==> src/rtl/core/ukl_pkg.sv <==
// ukl_pkg: shared types and constants for the unique key list table
// no dependencies; used by the channel interfaces and every module of the block
`default_nettype none

package ukl_pkg;

	// fixed field widths of the request and response channels
	localparam int KIND_W = 2;
	localparam int KEY_W  = 64;
	localparam int POS_W  = 5;

	// default table geometry
	localparam int ENTRIES_DEF  = 16;
	localparam int KEY_BITS_DEF = 64;

	// request kinds; the unused code behaves as a lookup
	localparam logic [KIND_W-1:0] KIND_ADD    = 2'd0;
	localparam logic [KIND_W-1:0] KIND_DEL    = 2'd1;
	localparam logic [KIND_W-1:0] KIND_LOOKUP = 2'd2;

	// per-cycle commands from the sequencer to the datapath
	typedef struct packed {
		logic load_key;
		logic rd_en;
		logic wr_en;
		logic wr_from_key;
	} dp_cmd_t;

	// one response item
	typedef struct packed {
		logic             found;
		logic [POS_W-1:0] position;
		logic [POS_W-1:0] entry_count;
		logic             is_empty;
		logic             is_full;
		logic             dropped;
	} rsp_t;

endpackage

`default_nettype wire

==> src/rtl/core/ukl_if.sv <==
// ukl_if: request and response channel interfaces with valid/ready handshake
// depends on ukl_pkg for the field widths
`default_nettype none

interface ukl_req_if;
	logic                        valid;
	logic                        ready;
	logic [ukl_pkg::KIND_W-1:0]  kind;
	logic [ukl_pkg::KEY_W-1:0]   key;

	modport source (output valid, output kind, output key, input ready);
	modport sink   (input valid, input kind, input key, output ready);
endinterface

interface ukl_rsp_if;
	logic                        valid;
	logic                        ready;
	logic                        found;
	logic [ukl_pkg::POS_W-1:0]   position;
	logic [ukl_pkg::POS_W-1:0]   entry_count;
	logic                        is_empty;
	logic                        is_full;
	logic                        dropped;

	modport source (output valid, output found, output position, output entry_count,
		output is_empty, output is_full, output dropped, input ready);
	modport sink   (input valid, input found, input position, input entry_count,
		input is_empty, input is_full, input dropped, output ready);
endinterface

`default_nettype wire

==> src/rtl/core/ukl_dp.sv <==
// ukl_dp: slot memory, key register, read register and the shared key comparator
// depends on ukl_pkg (dp_cmd_t, KEY_W); driven by ukl_ctrl
`default_nettype none

module ukl_dp #(
	parameter int ENTRIES  = ukl_pkg::ENTRIES_DEF,
	parameter int KEY_BITS = ukl_pkg::KEY_BITS_DEF,
	localparam int IDX_W   = $clog2(ENTRIES)
) (
	input  wire                        clk,
	input  ukl_pkg::dp_cmd_t           cmd,
	input  wire [IDX_W-1:0]            rd_addr,
	input  wire [IDX_W-1:0]            wr_addr,
	input  wire [ukl_pkg::KEY_W-1:0]   in_key,
	output logic                       match
);

	logic [KEY_BITS-1:0] mem [ENTRIES];
	logic [KEY_BITS-1:0] key_q;
	logic [KEY_BITS-1:0] rd_q;

	// request key, only the low key bits take part
	always_ff @(posedge clk) begin
		if (cmd.load_key) begin
			key_q <= in_key[KEY_BITS-1:0];
		end
	end

	// one registered read port
	always_ff @(posedge clk) begin
		if (cmd.rd_en) begin
			rd_q <= mem[rd_addr];
		end
	end

	// one write port: append the key or move a read entry down
	always_ff @(posedge clk) begin
		if (cmd.wr_en) begin
			mem[wr_addr] <= cmd.wr_from_key ? key_q : rd_q;
		end
	end

	// shared comparator
	assign match = (rd_q == key_q);

endmodule

`default_nettype wire

==> src/rtl/core/ukl_ctrl.sv <==
// ukl_ctrl: sequencer for search, append and shift-down passes over the slots
// depends on ukl_pkg (kinds, dp_cmd_t, rsp_t); drives ukl_dp
`default_nettype none

module ukl_ctrl #(
	parameter int ENTRIES = ukl_pkg::ENTRIES_DEF,
	localparam int IDX_W  = $clog2(ENTRIES),
	localparam int CNT_W  = $clog2(ENTRIES + 1)
) (
	input  wire                         clk,
	input  wire                         arst_n,
	input  wire                         start,
	input  wire [ukl_pkg::KIND_W-1:0]   kind,
	input  wire                         match,
	input  wire                         out_free,
	output logic                        idle,
	output logic                        done,
	output ukl_pkg::rsp_t               rsp,
	output ukl_pkg::dp_cmd_t            cmd,
	output logic [IDX_W-1:0]            rd_addr,
	output logic [IDX_W-1:0]            wr_addr
);

	typedef enum logic [2:0] {
		ST_IDLE,
		ST_SRCH_RD,
		ST_SRCH_CMP,
		ST_SHIFT_RD,
		ST_SHIFT_WR,
		ST_DONE
	} state_t;

	state_t                     state_q;
	logic [ukl_pkg::KIND_W-1:0] kind_q;
	logic [CNT_W-1:0]           idx_q;
	logic [CNT_W-1:0]           cnt_q;
	logic [CNT_W-1:0]           pos_q;
	logic                       found_q;
	logic                       dropped_q;

	logic [CNT_W-1:0] idx_nx;
	logic             is_add;
	logic             is_del;
	logic             in_range;
	logic             has_room;

	assign idx_nx   = idx_q + CNT_W'(1);
	assign is_add   = (kind_q == ukl_pkg::KIND_ADD);
	assign is_del   = (kind_q == ukl_pkg::KIND_DEL);
	assign in_range = (idx_q < cnt_q);
	assign has_room = (cnt_q < CNT_W'(ENTRIES));

	// datapath commands for the current step
	always_comb begin
		cmd             = '0;
		cmd.load_key    = start;
		rd_addr         = idx_q[IDX_W-1:0];
		wr_addr         = idx_q[IDX_W-1:0];
		unique case (state_q)
			ST_SRCH_RD: begin
				if (in_range) begin
					cmd.rd_en = 1'b1;
				end else if (is_add && has_room) begin
					cmd.wr_en       = 1'b1;
					cmd.wr_from_key = 1'b1;
					wr_addr         = cnt_q[IDX_W-1:0];
				end
			end
			ST_SHIFT_RD: begin
				cmd.rd_en = (idx_nx < cnt_q);
				rd_addr   = idx_nx[IDX_W-1:0];
			end
			ST_SHIFT_WR: begin
				cmd.wr_en = 1'b1;
			end
			default: begin
			end
		endcase
	end

	// sequencer state and result registers
	always_ff @(posedge clk or negedge arst_n) begin
		if (!arst_n) begin
			state_q   <= ST_IDLE;
			kind_q    <= '0;
			idx_q     <= '0;
			cnt_q     <= '0;
			pos_q     <= '0;
			found_q   <= 1'b0;
			dropped_q <= 1'b0;
		end else begin
			unique case (state_q)
				ST_IDLE: begin
					if (start) begin
						kind_q    <= kind;
						idx_q     <= '0;
						found_q   <= 1'b0;
						dropped_q <= 1'b0;
						state_q   <= ST_SRCH_RD;
					end
				end
				// walk the stored entries; past the last one the key is absent
				ST_SRCH_RD: begin
					if (in_range) begin
						state_q <= ST_SRCH_CMP;
					end else begin
						pos_q <= CNT_W'(ENTRIES);
						if (is_add) begin
							if (has_room) begin
								cnt_q <= cnt_q + CNT_W'(1);
							end else begin
								dropped_q <= 1'b1;
							end
						end
						state_q <= ST_DONE;
					end
				end
				ST_SRCH_CMP: begin
					if (match) begin
						found_q <= 1'b1;
						pos_q   <= idx_q;
						state_q <= is_del ? ST_SHIFT_RD : ST_DONE;
					end else begin
						idx_q   <= idx_nx;
						state_q <= ST_SRCH_RD;
					end
				end
				// close the gap one entry at a time
				ST_SHIFT_RD: begin
					if (idx_nx < cnt_q) begin
						state_q <= ST_SHIFT_WR;
					end else begin
						cnt_q   <= cnt_q - CNT_W'(1);
						state_q <= ST_DONE;
					end
				end
				ST_SHIFT_WR: begin
					idx_q   <= idx_nx;
					state_q <= ST_SHIFT_RD;
				end
				ST_DONE: begin
					if (out_free) begin
						state_q <= ST_IDLE;
					end
				end
				default: begin
					state_q <= ST_IDLE;
				end
			endcase
		end
	end

	assign idle = (state_q == ST_IDLE);
	assign done = (state_q == ST_DONE) && out_free;

	// result fields, masked to the channel widths
	always_comb begin
		rsp.found       = found_q;
		rsp.position    = ukl_pkg::POS_W'(pos_q);
		rsp.entry_count = ukl_pkg::POS_W'(cnt_q);
		rsp.is_empty    = (cnt_q == '0);
		rsp.is_full     = !has_room;
		rsp.dropped     = dropped_q;
	end

endmodule

`default_nettype wire

==> src/rtl/core/unique_key_list_table_top.sv <==
// unique_key_list_table_top: packed ordered list of unique keys with add, delete, lookup
// depends on ukl_pkg, ukl_if (ukl_req_if, ukl_rsp_if), ukl_ctrl and ukl_dp
//
//  channel | dir | payload                                                  | handshake
//  req     | in  | kind, key                                                | valid/ready
//  rsp     | out | found, position, entry_count, is_empty, is_full, dropped | valid/ready
//
// one request at a time; the slot memory has one read and one write port, and each
// compared slot passes a read state and a compare state, each shifted slot a read and a write state
// arst_n clears the count and the sequencer; slot contents are not cleared
// a finished result waits in the output register; the next request is taken while it waits
`default_nettype none

module unique_key_list_table_top #(
	parameter int ENTRIES  = ukl_pkg::ENTRIES_DEF,
	parameter int KEY_BITS = ukl_pkg::KEY_BITS_DEF
) (
	input  wire        clk,
	input  wire        arst_n,
	ukl_req_if.sink    req,
	ukl_rsp_if.source  rsp
);

	localparam int IDX_W = $clog2(ENTRIES);

	ukl_pkg::dp_cmd_t cmd;
	ukl_pkg::rsp_t    res;
	ukl_pkg::rsp_t    res_q;
	logic [IDX_W-1:0] rd_addr;
	logic [IDX_W-1:0] wr_addr;
	logic             match;
	logic             idle;
	logic             done;
	logic             start;
	logic             out_free;
	logic             rsp_valid_q;

	assign req.ready = idle;
	assign start     = req.valid && idle;
	assign out_free  = !rsp_valid_q || rsp.ready;

	ukl_ctrl #(
		.ENTRIES (ENTRIES)
	) u_ctrl (
		.clk      (clk),
		.arst_n   (arst_n),
		.start    (start),
		.kind     (req.kind),
		.match    (match),
		.out_free (out_free),
		.idle     (idle),
		.done     (done),
		.rsp      (res),
		.cmd      (cmd),
		.rd_addr  (rd_addr),
		.wr_addr  (wr_addr)
	);

	ukl_dp #(
		.ENTRIES  (ENTRIES),
		.KEY_BITS (KEY_BITS)
	) u_dp (
		.clk     (clk),
		.cmd     (cmd),
		.rd_addr (rd_addr),
		.wr_addr (wr_addr),
		.in_key  (req.key),
		.match   (match)
	);

	// output register valid
	always_ff @(posedge clk or negedge arst_n) begin
		if (!arst_n) begin
			rsp_valid_q <= 1'b0;
		end else if (done) begin
			rsp_valid_q <= 1'b1;
		end else if (rsp.ready) begin
			rsp_valid_q <= 1'b0;
		end
	end

	// output register payload
	always_ff @(posedge clk) begin
		if (done) begin
			res_q <= res;
		end
	end

	assign rsp.valid       = rsp_valid_q;
	assign rsp.found       = res_q.found;
	assign rsp.position    = res_q.position;
	assign rsp.entry_count = res_q.entry_count;
	assign rsp.is_empty    = res_q.is_empty;
	assign rsp.is_full     = res_q.is_full;
	assign rsp.dropped     = res_q.dropped;

`ifndef SYNTHESIS
	// a refused add only happens on a full table and for an absent key
	assert property (@(posedge clk) disable iff (!arst_n)
		rsp.valid && rsp.dropped |-> rsp.is_full && !rsp.found)
		else $error("dropped add without full table or with key present");

	// an absent key reports the table size as its position
	assert property (@(posedge clk) disable iff (!arst_n)
		rsp.valid && !rsp.found |-> rsp.position == ukl_pkg::POS_W'(ENTRIES))
		else $error("absent key with a slot position");

	// a transfer on the request side starts a pass; no new request is taken while it runs
	assert property (@(posedge clk) disable iff (!arst_n)
		req.valid && req.ready |=> !req.ready)
		else $error("request taken while the previous one is in progress");

	// a new result is loaded only when the output register is free
	assert property (@(posedge clk) disable iff (!arst_n)
		done |-> !rsp_valid_q || rsp.ready)
		else $error("result overwrote a pending response");
`endif

endmodule

`default_nettype wire
==> src/flat_wrapper.sv <==
// flat-port wrapper written by rule: the top's interface ports become plain ports
module unique_key_list_table_top_flat 
#(
	parameter int ENTRIES  = ukl_pkg::ENTRIES_DEF,
	parameter int KEY_BITS = ukl_pkg::KEY_BITS_DEF
)
  (clk, arst_n, req_valid, req_kind, req_key, req_ready, rsp_valid, rsp_found, rsp_position, rsp_entry_count, rsp_is_empty, rsp_is_full, rsp_dropped, rsp_ready);
  ukl_req_if req_i ();
  ukl_rsp_if rsp_i ();
  input  wire clk;
  input  wire arst_n;
  input wire logic [$bits(req_i.valid)-1:0] req_valid;
  input wire logic [$bits(req_i.kind)-1:0] req_kind;
  input wire logic [$bits(req_i.key)-1:0] req_key;
  output wire logic [$bits(req_i.ready)-1:0] req_ready;
  output wire logic [$bits(rsp_i.valid)-1:0] rsp_valid;
  output wire logic [$bits(rsp_i.found)-1:0] rsp_found;
  output wire logic [$bits(rsp_i.position)-1:0] rsp_position;
  output wire logic [$bits(rsp_i.entry_count)-1:0] rsp_entry_count;
  output wire logic [$bits(rsp_i.is_empty)-1:0] rsp_is_empty;
  output wire logic [$bits(rsp_i.is_full)-1:0] rsp_is_full;
  output wire logic [$bits(rsp_i.dropped)-1:0] rsp_dropped;
  input wire logic [$bits(rsp_i.ready)-1:0] rsp_ready;
  assign req_i.valid = req_valid;
  assign req_i.kind = req_kind;
  assign req_i.key = req_key;
  assign req_ready = req_i.ready;
  assign rsp_valid = rsp_i.valid;
  assign rsp_found = rsp_i.found;
  assign rsp_position = rsp_i.position;
  assign rsp_entry_count = rsp_i.entry_count;
  assign rsp_is_empty = rsp_i.is_empty;
  assign rsp_is_full = rsp_i.is_full;
  assign rsp_dropped = rsp_i.dropped;
  assign rsp_i.ready = rsp_ready;
  unique_key_list_table_top #(.ENTRIES(ENTRIES), .KEY_BITS(KEY_BITS)) u_core (.clk(clk), .arst_n(arst_n), .req(req_i), .rsp(rsp_i));
endmodule
==> config.mk <==
export PLATFORM = sky130hd
export DESIGN_NAME = unique_key_list_table_top_flat
export DESIGN_NICKNAME = d
export VERILOG_FILES = /design/src/rtl/core/ukl_pkg.sv /design/src/rtl/core/ukl_if.sv /design/src/rtl/core/ukl_dp.sv /design/src/rtl/core/ukl_ctrl.sv /design/src/rtl/core/unique_key_list_table_top.sv /design/src/flat_wrapper.sv
export SDC_FILE = /design/constraint.sdc
export NUM_CORES = 1
export LEC_CHECK = 0
export CORE_MARGIN = 2
export CORE_UTILIZATION = 55
export DETAILED_ROUTE_END_ITERATION = 8
export DONT_BUFFER_PORTS = 1
export PLACE_DENSITY_LB_ADDON = 0.08
export SYNTH_ARGS = -nofsm -noshare
export SYNTH_HDL_FRONTEND = slang
export SYNTH_SLANG_ARGS = --single-unit
==> constraint.sdc <==
create_clock -name clk -period 7.53 [get_ports clk]
set_input_delay 1.506 -clock clk [delete_from_list [all_inputs] [get_ports clk]]
set_output_delay 1.506 -clock clk [all_outputs]
set_load 0.005 [all_outputs]
Word-level counts from Yosys, hierarchy flattened
Memories as Yosys holds them, arrays and structs flattened. A register that Yosys moved wholly into a read port is not among the register bits.
Cells that the tools add are included.
Storage, ports and cells
  bits in registers: 101
  bits in writable memories: 1024
  bits of input ports: 70
  output and inout bits: 16
  logic and storage cells: 100
  memories: 1
Cells by class
  add/subtract/negate cells: 3
  magnitude comparators: 3
  equality and inequality tests: 16
  multiplexer cells: 40
  reductions and logical operators: 22
Memory list
  u_core.u_dp.mem: words 16, bits a word 64, rd ports 1, clocked after Yosys merged registers in 1, wr ports 1, RTL line ukl_dp.sv:18  | logic [KEY_BITS-1:0] mem [ENTRIES];
Operators with widths (count)
  == test 64 bit: 1
  2-to-1 mux 64 bit: 1
  2-to-1 mux 5 bit: 8
  one-hot mux 5 bit (2 select lines): 2
  one-hot mux 3 bit (6 select lines): 1
  2-to-1 mux 4 bit: 4
  != test 2 bit, second input constant: 8
  2-to-1 mux 3 bit: 5
  one-hot mux 5 bit (3 select lines): 1
  2-to-1 mux 1 bit: 12
  adder 5 x 1 -> 5 bit, second input constant: 2
  less-than comparator 5 bit: 2
  AND reduction 5 bit: 2
  nonzero test 2 bit: 5
  AND reduction 3 bit: 3
  one-hot mux 1 bit (2 select lines): 4
  == test 3 x 2 -> 1 bit, second input constant: 2
  == test 3 bit, second input constant: 2
  zero test 5 bit: 1
  less-than comparator 5 bit, second input constant: 1
  subtractor 5 x 1 -> 5 bit, second input constant: 1
  2-to-1 mux 2 bit: 2
  AND reduction 2 bit: 2
  == test 3 x 1 -> 1 bit, second input constant: 1
  other kinds (8): 11

Depth between registers and ports, before layout
Gate-level depths: netlist (run 1).
  depth in word-level cells: 7
  depth in mapped cells: 11
  mapped depth without buffers: 8

Cells and area by module
From an unflattened synthesis (run 1), not the netlist that was laid out.
Second synthesis, totals
  cells, all modules: 2061
  area total of the unflattened synthesis: 45626.3 um^2
Modules (own cells, without submodules)
  ukl_dp: times used 1, cells each 1867, area each 43584.3 um^2, seq. area each 34593.2 um^2
  ukl_ctrl: times used 1, cells each 176, area each 1567.8 um^2, seq. area each 550.5 um^2
  unique_key_list_table_top: times used 1, cells each 18, area each 474.2 um^2, seq. area each 445.4 um^2

Least setup slack after synthesis (run 1)
Ideal clock, no wire load.
  path type: register to register
  start point: register u_core.u_ctrl.cnt_q[4]
  end point: memory u_core.u_dp.mem[14][0] (netlist bit), enable pin
  setup time: 513 ps
  arrival time: 5093 ps
  required time: 7017 ps
  setup slack: 1924 ps
  cell stages (with the launch flop): 8
  buffers on the path: 0
  period minus slack after synthesis: 5606 ps
  cells stage by stage: dfrtp_1 inv_1 ha_1 nand2_1 or3_1 o21a_1 or4_1 a22oi_1
On the way
  longest elaborated chain between the ends: 7
  elaborated cells between the ends (all ways): 11
  those cells by class: order compare (2); mux (8); reduce/logical (1)
Ends and longest elaborated chain
  from (decl): RTL line ukl_ctrl.sv:36  | logic [CNT_W-1:0] cnt_q;
  from (signal assigned): RTL line ukl_ctrl.sv:110  | cnt_q <= cnt_q + CNT_W'(1);
  from (signal assigned): RTL line ukl_ctrl.sv:133  | cnt_q <= cnt_q - CNT_W'(1);
  less-than comparator 5 bit: RTL line ukl_ctrl.sv:51  | assign has_room = (cnt_q < CNT_W'(ENTRIES));
  logical AND 1 bit: RTL line ukl_ctrl.sv:63  | end else if (is_add && has_room) begin
  2-to-1 mux 2 bit: RTL line ukl_ctrl.sv:63
  2-to-1 mux 2 bit: RTL line ukl_ctrl.sv:61  | if (in_range) begin
  one-hot mux 1 bit (2 select lines): RTL line ukl_ctrl.sv:59  | unique case (state_q)
  2-to-1 mux 1 bit: RTL line ukl_dp.sv:38  | if (cmd.wr_en) begin
  2-to-1 mux 1 bit: RTL line ukl_dp.sv:39  | mem[wr_addr] <= cmd.wr_from_key ? key_q : rd_q;
  to (decl): RTL line ukl_dp.sv:18
Parallel ways exist; a longest one is shown, timed or not.

Worst setup path after layout (run 1)
  start point: register u_core.u_ctrl.idx_q[3]
  end point: memory u_core.u_dp.mem[14][14] (netlist bit), enable pin
On the way
  longest elaborated chain between the ends: 5
  elaborated cells between the ends (all ways): 8
  those cells by class: order compare (1); mux (7)
Ends and longest elaborated chain
  from (decl): RTL line ukl_ctrl.sv:35  | logic [CNT_W-1:0] idx_q;
  from (signal assigned): RTL line ukl_ctrl.sv:124  | idx_q <= idx_nx;
  from (signal assigned): RTL line ukl_ctrl.sv:138  | idx_q <= idx_nx;
  less-than comparator 5 bit: RTL line ukl_ctrl.sv:50  | assign in_range = (idx_q < cnt_q);
  2-to-1 mux 2 bit: RTL line ukl_ctrl.sv:61
  one-hot mux 1 bit (2 select lines): RTL line ukl_ctrl.sv:59
  2-to-1 mux 1 bit: RTL line ukl_dp.sv:38
  2-to-1 mux 1 bit: RTL line ukl_dp.sv:39
Parallel ways exist; a longest one is shown, timed or not.

==> results of run 1 <==
==> layer usage <==
layer / track usage (%) / up-vias / part of all wire [%]
li1: - / 10500 / -
met1: 37.9 / 12700 / 43
met2: 42.5 / 826 / 49
met3: 3.33 / 163 / 5.8
met4: 7.94 / 0 / 2.7
met5: 0 / - / 0
==> synth_stat cells (all sizes together) (2+ instances only) <==
master	instances
edfxtp	1165
nand2	409
nand3	136
mux2i	132
mux4	128
buf	91
o21ai	79
nand4	74
mux2	67
a32oi	64
xor2	60
clkbuf	55
dfrtp	23
xnor2	16
a21oi	15
nor4	15
nor2	13
ha	12
inv	9
a22oi	8
a31oi	7
and2	6
nor3	6
nor2b	5
o211ai	5
a21o	4
and3	3
nand2b	3
nand3b	3
o22ai	2
or3	2
==> per-stage QoR <==
| stage | util, % | instance area (um2) | instances | power [W] | setup slack (ps) |
|---|---|---|---|---|---|
| after floorplan | - | 46500 | 2634 | 0.0142 | 1920 |
| after global placement | 57.2 | 47900 | 3682 | 0.0163 | 2990 |
| after detailed placement | 57.2 | 47900 | 3682 | 0.0165 | 2910 |
| after CTS | 62.1 | 52000 | 3903 | 0.0225 | 2890 |
| after global routing | 62.1 | 52000 | 3904 | 0.0234 | 2620 |
| final | 62.1 | 52000 | 3906 | 0.0224 | 2850 |
==> state kept, by name (all words and copies together), names as in the netlist <==
| register | count |
|---|---|
| u_core.u_dp.mem | 1024 |
| u_core.u_dp.key_q | 64 |
| u_core.u_dp.rd_q | 64 |
| u_core.rsp.entry_count | 5 |
| u_core.rsp.position | 5 |
| u_core.u_ctrl.cnt_q | 5 |
| u_core.u_ctrl.idx_q | 5 |
| u_core.u_ctrl.pos_q | 5 |
| u_core.u_ctrl.state_q | 3 |
| u_core.u_ctrl.kind_q | 2 |
| u_core.rsp.dropped | 1 |
| u_core.rsp.found | 1 |
| u_core.rsp.is_empty | 1 |
| u_core.rsp.valid | 1 |
| u_core.u_ctrl.dropped_q | 1 |
| u_core.u_ctrl.found_q | 1 |
==> worst paths after layout <==
kind                       slack (ps)                       to  cells past startpoint
hold / removal                    450   u_core.rsp.position[4]                      0
max in group asynchronous        6920    u_core.u_ctrl.found_q                      0
setup / recovery                 2850  u_core.u_dp.mem[14][14]                      7
setup reg to reg                 2850  u_core.u_dp.mem[14][14]                      7
hold reg to reg                   450   u_core.rsp.position[4]                      0
min in group asynchronous         520   u_core.u_ctrl.cnt_q[2]                      0
==> power groups by stage <==
| stage | clock, W | combinational [W] | sequential (W) |
|---|---|---|---|
| floorplan | 0 | 0.00478 | 0.00944 |
| global placement | 0 | 0.00674 | 0.00952 |
| detailed placement | 0 | 0.00691 | 0.00954 |
| CTS | 0.00619 | 0.00694 | 0.00941 |
| global route | 0.00645 | 0.00751 | 0.00946 |
| finish | 0.00611 | 0.00686 | 0.00941 |
==> cell usage in the layout, fill, tap and decap left out, types with 6 or more instances in the layout <==
master	instances
ha_1	12
clkinv_1	19
a21oi_4	9
nand4_1	74
clkbuf_1	12
clkinv_2	30
a32oi_1	64
a22oi_2	8
nor2_1	11
dfrtp_1	23
xor2_1	59
mux2_2	67
inv_1	8
edfxtp_1	1165
clkinvlp_4	14
bufinv_16	21
a31oi_1	7
nand3_1	136
nand2_1	408
buf_4	57
a21oi_1	6
o21ai_0	74
clkbuf_16	119
mux2i_1	131
xnor2_1	13
nor4_1	14
mux4_2	128
==> final cells by class <==
cell class | instances | area share [%]
diodes | 3 | 0.0144
clock buffers | 131 | 5.82
multi-input cells | 1291 | 20.0
repair buffers | 60 | 0.939
flip-flops and latches | 1188 | 68.4
clock inverters | 90 | 2.03
well taps | 1134 | 2.73
inverters | 9 | 0.0674
==> cells by family after synthesis <==
group | synth area share [%]
AND/OR/NAND/NOR | 6.54
adder cells (fa/ha/maj) | 0.366
flip-flops | 76.5
multiplexers | 10.7
AO/OA/AOI/OAI | 2.85
buffers and inverters | 1.58
XOR/XNOR | 1.45
==> out/metrics.cfg, run 1 <==
[floorplan]
ios=86
dieArea_um2=86800
die_h_um=295
initial_utilization_pct=55.5
std_cell_rows=106
die_w_um=295
core_area_um2=83700

[clocking]
postCtsSetupBuffers=0
cts-root-buf=clkbuf_16
clock_sinks=1188
clkTransAtPathRegs_ps=60
clockBufferDepth=3
cts_max_level=3
cts.repair.resized=0
tritoncts=built
clk_latency_ps=680
cts_buffers=118
cts_hold_buf=0

[synthesis]
synth_edf_count=1165
synthTopCellsByArea=edfxtp_1 75%, mux4_2 6.2%, nand2_1 3.3%
synth_cells=2634
yosysSeqAreaShare_pct=76.5
ys.flop_type=edfxtp_1
synth_top_area_share_pct=75.3
synth_seq_cells=1188
synth_area_per_cell_um2=17.6
syn-num-nets=2717
ys.warnings.count=0
synthArstFlopShare_pct=1.94
syn_area_um2=46500
ys_types=57
synth_top_area_cell=edfxtp_1

[finish]
num-nets-final=2751
multiInputGateArea_um2=10400
regArea_um2=35600
fillCellCount=5921
area_growth_pct=11.9
drive_gt1_share_pct=17.2

[power]
intPower_w=0.0149
seqPwrFrac_pct=42.1
p_leak_nw=17.4
power_density_nw_per_um2=431
clkPwrFrac_pct=27.3
ir_worst_vdd_mv=0.289
p_switching_w=0.00744
power_frac_comb_pct=30.6
swShare_pct=33.3

[worst_setup_path]
path_max_fanout=26
slowest_delay_ps=1150
crit_chain=ha_1 > nand2_1 > or3_1 > o21ai_1 > nand4_1 > a22oi_2 > buf_4
critPathRequiredTime_ps=7840
crit_type=register to register
r2r_start=u_core.u_ctrl.idx_q[3]
worstSetupStartpoint=u_core.u_ctrl.idx_q[3]
startpoint_type=register
crit_family=compound AO/OA/AOI/OAI gates
critPathCaptureType=register
cp_slowest_cell=a22oi_2
cp_num_buf_inv=1
arrival_ps=4990

[routing]
viasPerCell=6.19
vias=24200
drc=0
ant_nets=0
initialDrtViolationCount=2329
drt_pre_antenna_iters=6
wire_per_inst_um=28.7
drt-total-wl_mm=112

[timing]
tightestPinTransition_ps=1280
finalSetupViolCount=0
period_share_pct=62.1
relSlewSlack_pct=15.0
hold_viol_final=0
skew_ps=20.4
final.setup.tns_ps=0
whs_ps=454
timing.fmax_mhz=214
finalCriticalPeriod_ps=4680
grt_setup_unrepaired=false
drv_slew=0

[global_route]
grt_pass1_wl_mm=164
grt_pass1_vias=24300
grt_usage_pct=26.3
grt.overflow.total=0
antenna_found_initial=6
grt_max_degree=130

[status]
run_status=completed

[placed_design]
place_congestion=0.849
port_buffers=0
dp_hpwl_mm=61.5

[hold_path]
min_from=u_core.u_ctrl.pos_q[4]
hold_class=register to register

[job]
cap_viol_max_count=0

No activity file was read; power rests on OpenSTA's default activity.
==> run 2: changes to the inputs <==
- ABC_AREA: unset -> 1
- clock period: 7.53 -> 4.1 ns (I/O delays scaled with it)
==> run 2 against run 1 <==
Against the previous run:
- clock skew is 5.2 ps higher
- via count is 26% higher
- count of clock-buffer cells in the layout is 11 higher
- register-to-register slack worse by 2300 ps
- fmax is 33% higher
- sequential power is 81% higher
- power is 74% higher
- non-clock buffer count is 87 higher
- setup slack worse by 2300 ps
- combinational power is 60% higher
- critical path depth is 3 higher
==> out/metrics.cfg, run 2 <==
[routing]
viasPerCell=5.83  ; -5.8%
initialDrtViolationCount=3196  ; +37%
drt_pre_antenna_iters=5  ; -1
ant_nets=0  ; unchanged
vias=30500  ; +26%
drt-total-wl_mm=122  ; +9.3%
wire_per_inst_um=23.4  ; -18%
drc=0  ; unchanged

[finish]
mostFrequentLayoutCells=1165 x edfxtp_1, 570 x nand2_1, 400 x nor2_1
final_core_util_pct=62.1  ; about the same
regMostFlops=u_core.u_dp.mem
num_antenna_cells=0  ; -3
largest_register_ffs=1024  ; unchanged
fillCellCount=6710  ; +13%
area_growth_pct=12.0
drive_gt1_share_pct=9.07  ; -8.2 points
num-nets-final=4037  ; +47%
layout_commonest_cell=edfxtp_1
stdcell_area_um2=54800  ; +5.4%
final_cell_count_no_fill=5222  ; +34%
reg.largest.list=u_core.u_dp.mem x1024, u_core.u_dp.key_q x64, u_core.u_dp.rd_q x64

[timing]
whs_ps=211  ; -243 ps
hold_viol_final=0  ; unchanged
skew_ps=25.5  ; +5.19 ps
finalCriticalPeriod_ps=3520  ; -1160 ps
timing.fmax_mhz=284  ; +33%
finalSetupViolCount=0  ; unchanged
relSlewSlack_pct=31.9  ; +17 points
final.setup.tns_ps=0  ; unchanged
tightestPinTransition_ps=1020  ; -257 ps
drv_slew=0  ; unchanged
grt_setup_unrepaired=false
period_share_pct=85.8  ; +24 points

[synthesis]
ys.warnings.count=0  ; unchanged
synth_edf_count=1165  ; unchanged
synthArstFlopShare_pct=1.94  ; unchanged
synth.most_common_cell=edfxtp_1
ys.flop_type=edfxtp_1
yosysSeqAreaShare_pct=72.7  ; -3.8 points
synth_area_per_cell_um2=12.5  ; -29%
synth_top_area_share_pct=71.6  ; -3.7 points
synthTopCellsByCount=1165 x edfxtp_1, 570 x nand2_1, 416 x nor2_1
synth_seq_cells=1188  ; unchanged
synth_top_area_cell=edfxtp_1
ys_types=34  ; -40%
syn-num-nets=3995  ; +47%
synthTopCellsByArea=edfxtp_1 72%, o211ai_1 5.8%, nand2_1 4.4%
synth_cells=3912  ; +49%
syn_area_um2=48900  ; +5.2%

[worst_setup_path]
arrival_ps=3890  ; -1100 ps
critPathRequiredTime_ps=4470  ; -3370 ps
startpoint_type=register
ff2ff_setup_slack_ps=580  ; -2270 ps
critPathCaptureType=register
path_max_fanout=23  ; -12%
crit_type=register to register

[placed_design]
place_area_um2=50800  ; +6.1%
dp_hpwl_mm=65.7  ; +6.8%
place_congestion=0.840  ; -1.1%
port_buffers=0  ; unchanged
dpl.cell_count=4994  ; +36%

[power]
power_density_nw_per_um2=710  ; +65%
ir_worst_vdd_mv=0.774  ; +170%
p_leak_nw=19.6  ; +13%

[clocking]
postCtsSetupBuffers=0  ; unchanged
clkTransAtPathRegs_ps=60  ; about the same
cts-root-buf=clkbuf_16
cts_max_level=3  ; unchanged
cts_buffers=121  ; +2.5%
tritoncts=built
clk_latency_ps=700  ; +20 ps
clockBufferDepth=3  ; unchanged
clock_sinks=1188  ; unchanged

[job]
cap_viol_max_count=0  ; unchanged

[floorplan]
ios=86  ; unchanged
std_cell_rows=109  ; +2.8%
die_w_um=302  ; +2.5%
core_area_um2=88200  ; +5.4%
dieArea_um2=91300  ; +5.1%
initial_utilization_pct=55.4  ; -0.12 points
die_h_um=302  ; +2.5%

[global_route]
grt_usage_pct=26.9  ; +0.66 points
grt_pass1_vias=30000  ; +23%
antenna_found_initial=1  ; -5
grt.overflow.total=0  ; unchanged
grt_max_degree=129  ; -0.77%
grt_pass1_wl_mm=184  ; +12%

[hold_path]
hold_class=primary input to register

[status]
run_status=completed

## run 2: cell count changes in the layout (fill, tap and decap cells not counted), sizes merged, moves of 64 or more
cell / before / now
nor2: 13 / 417
o21ai: 79 / 464
inv: 10 / 394
o211ai: 5 / 376
nand2: 409 / 574
mux2i: 132 / 0
mux4: 128 / 0
buf: 60 / 146
nand3: 136 / 214
nand4: 74 / 5
a32oi: 64 / 0
## run 2: area by class of cell
cell class	count	area (um2)	area share, %
timing repair buffer	147	1630	2.98
sequential	1188	35600	64.9
clock inverter	84	801	1.46
multi-input combinational	2101	10700	19.5
clock buffer	142	3150	5.75
inverter	395	1500	2.73
tap	1165	1460	2.66
## run 2: through the flow
step,power [W],setup slack [ps]
floorplan,0.0244,-880
global placement,0.0279,593
detailed placement,0.0282,601
CTS,0.0391,569
global route,0.0408,317
finish,0.0389,580
## run 2: path summary, 6_finish.rpt
| path | start | to | cells after the start |
|---|---|---|---|
| setup / recovery | u_core.u_ctrl.cnt_q[1] | u_core.u_dp.mem[9][18] | 10 |
| hold / removal | req_key[41] | u_core.u_dp.key_q[41] | 0 |
| setup reg to reg | u_core.u_ctrl.cnt_q[1] | u_core.u_dp.mem[9][18] | 10 |
| hold reg to reg | u_core.u_ctrl.pos_q[4] | u_core.rsp.position[4] | 0 |
| max in group asynchronous | arst_n | u_core.rsp.valid | 2 |
| min in group asynchronous | arst_n | u_core.u_ctrl.dropped_q | 2 |
## run 2: where the power goes
group / switching, W / internal [W] / total (W)
Combinational: 0.00788 / 0.00310 / 0.0110
Sequential: 0.000531 / 0.0165 / 0.0170
Clock: 0.00456 / 0.00635 / 0.0109
## run 2: cells by family after synthesis
kind of cell	synth area share, %
flops	72.7
simple gates	9.95
compound gates	10.7
buf+inv	5.82
mux	0.184
xor+xnor	0.305
fa+ha+maj	0.348
## run 2: critical path, stage by stage, from the launching register on
cell and delay [ps]:
dfrtp_1 490, inv_1 130, ha_1 290, a21boi_1 140, nand4_1 140, nand3_2 170, nand3_4 230, o21ai_0 350
nand2_1 310, nor2_4 550, buf_4 360
## run 2: what timing repair did
action	in CTS	in global routing
hold buffers	2	0
endpoints found under the hold margin	23	0
gates resized for setup	0	0
## run 2: routing by layer
layer  vias to the layer above  track usage (%)  routed length [um]
li1                      14100                -                   -
met1                     15100             37.7               51600
met2                      1168             44.1               58900
met3                       197             3.84                8730
met4                         2             8.59                3160
met5                         -                0                   4
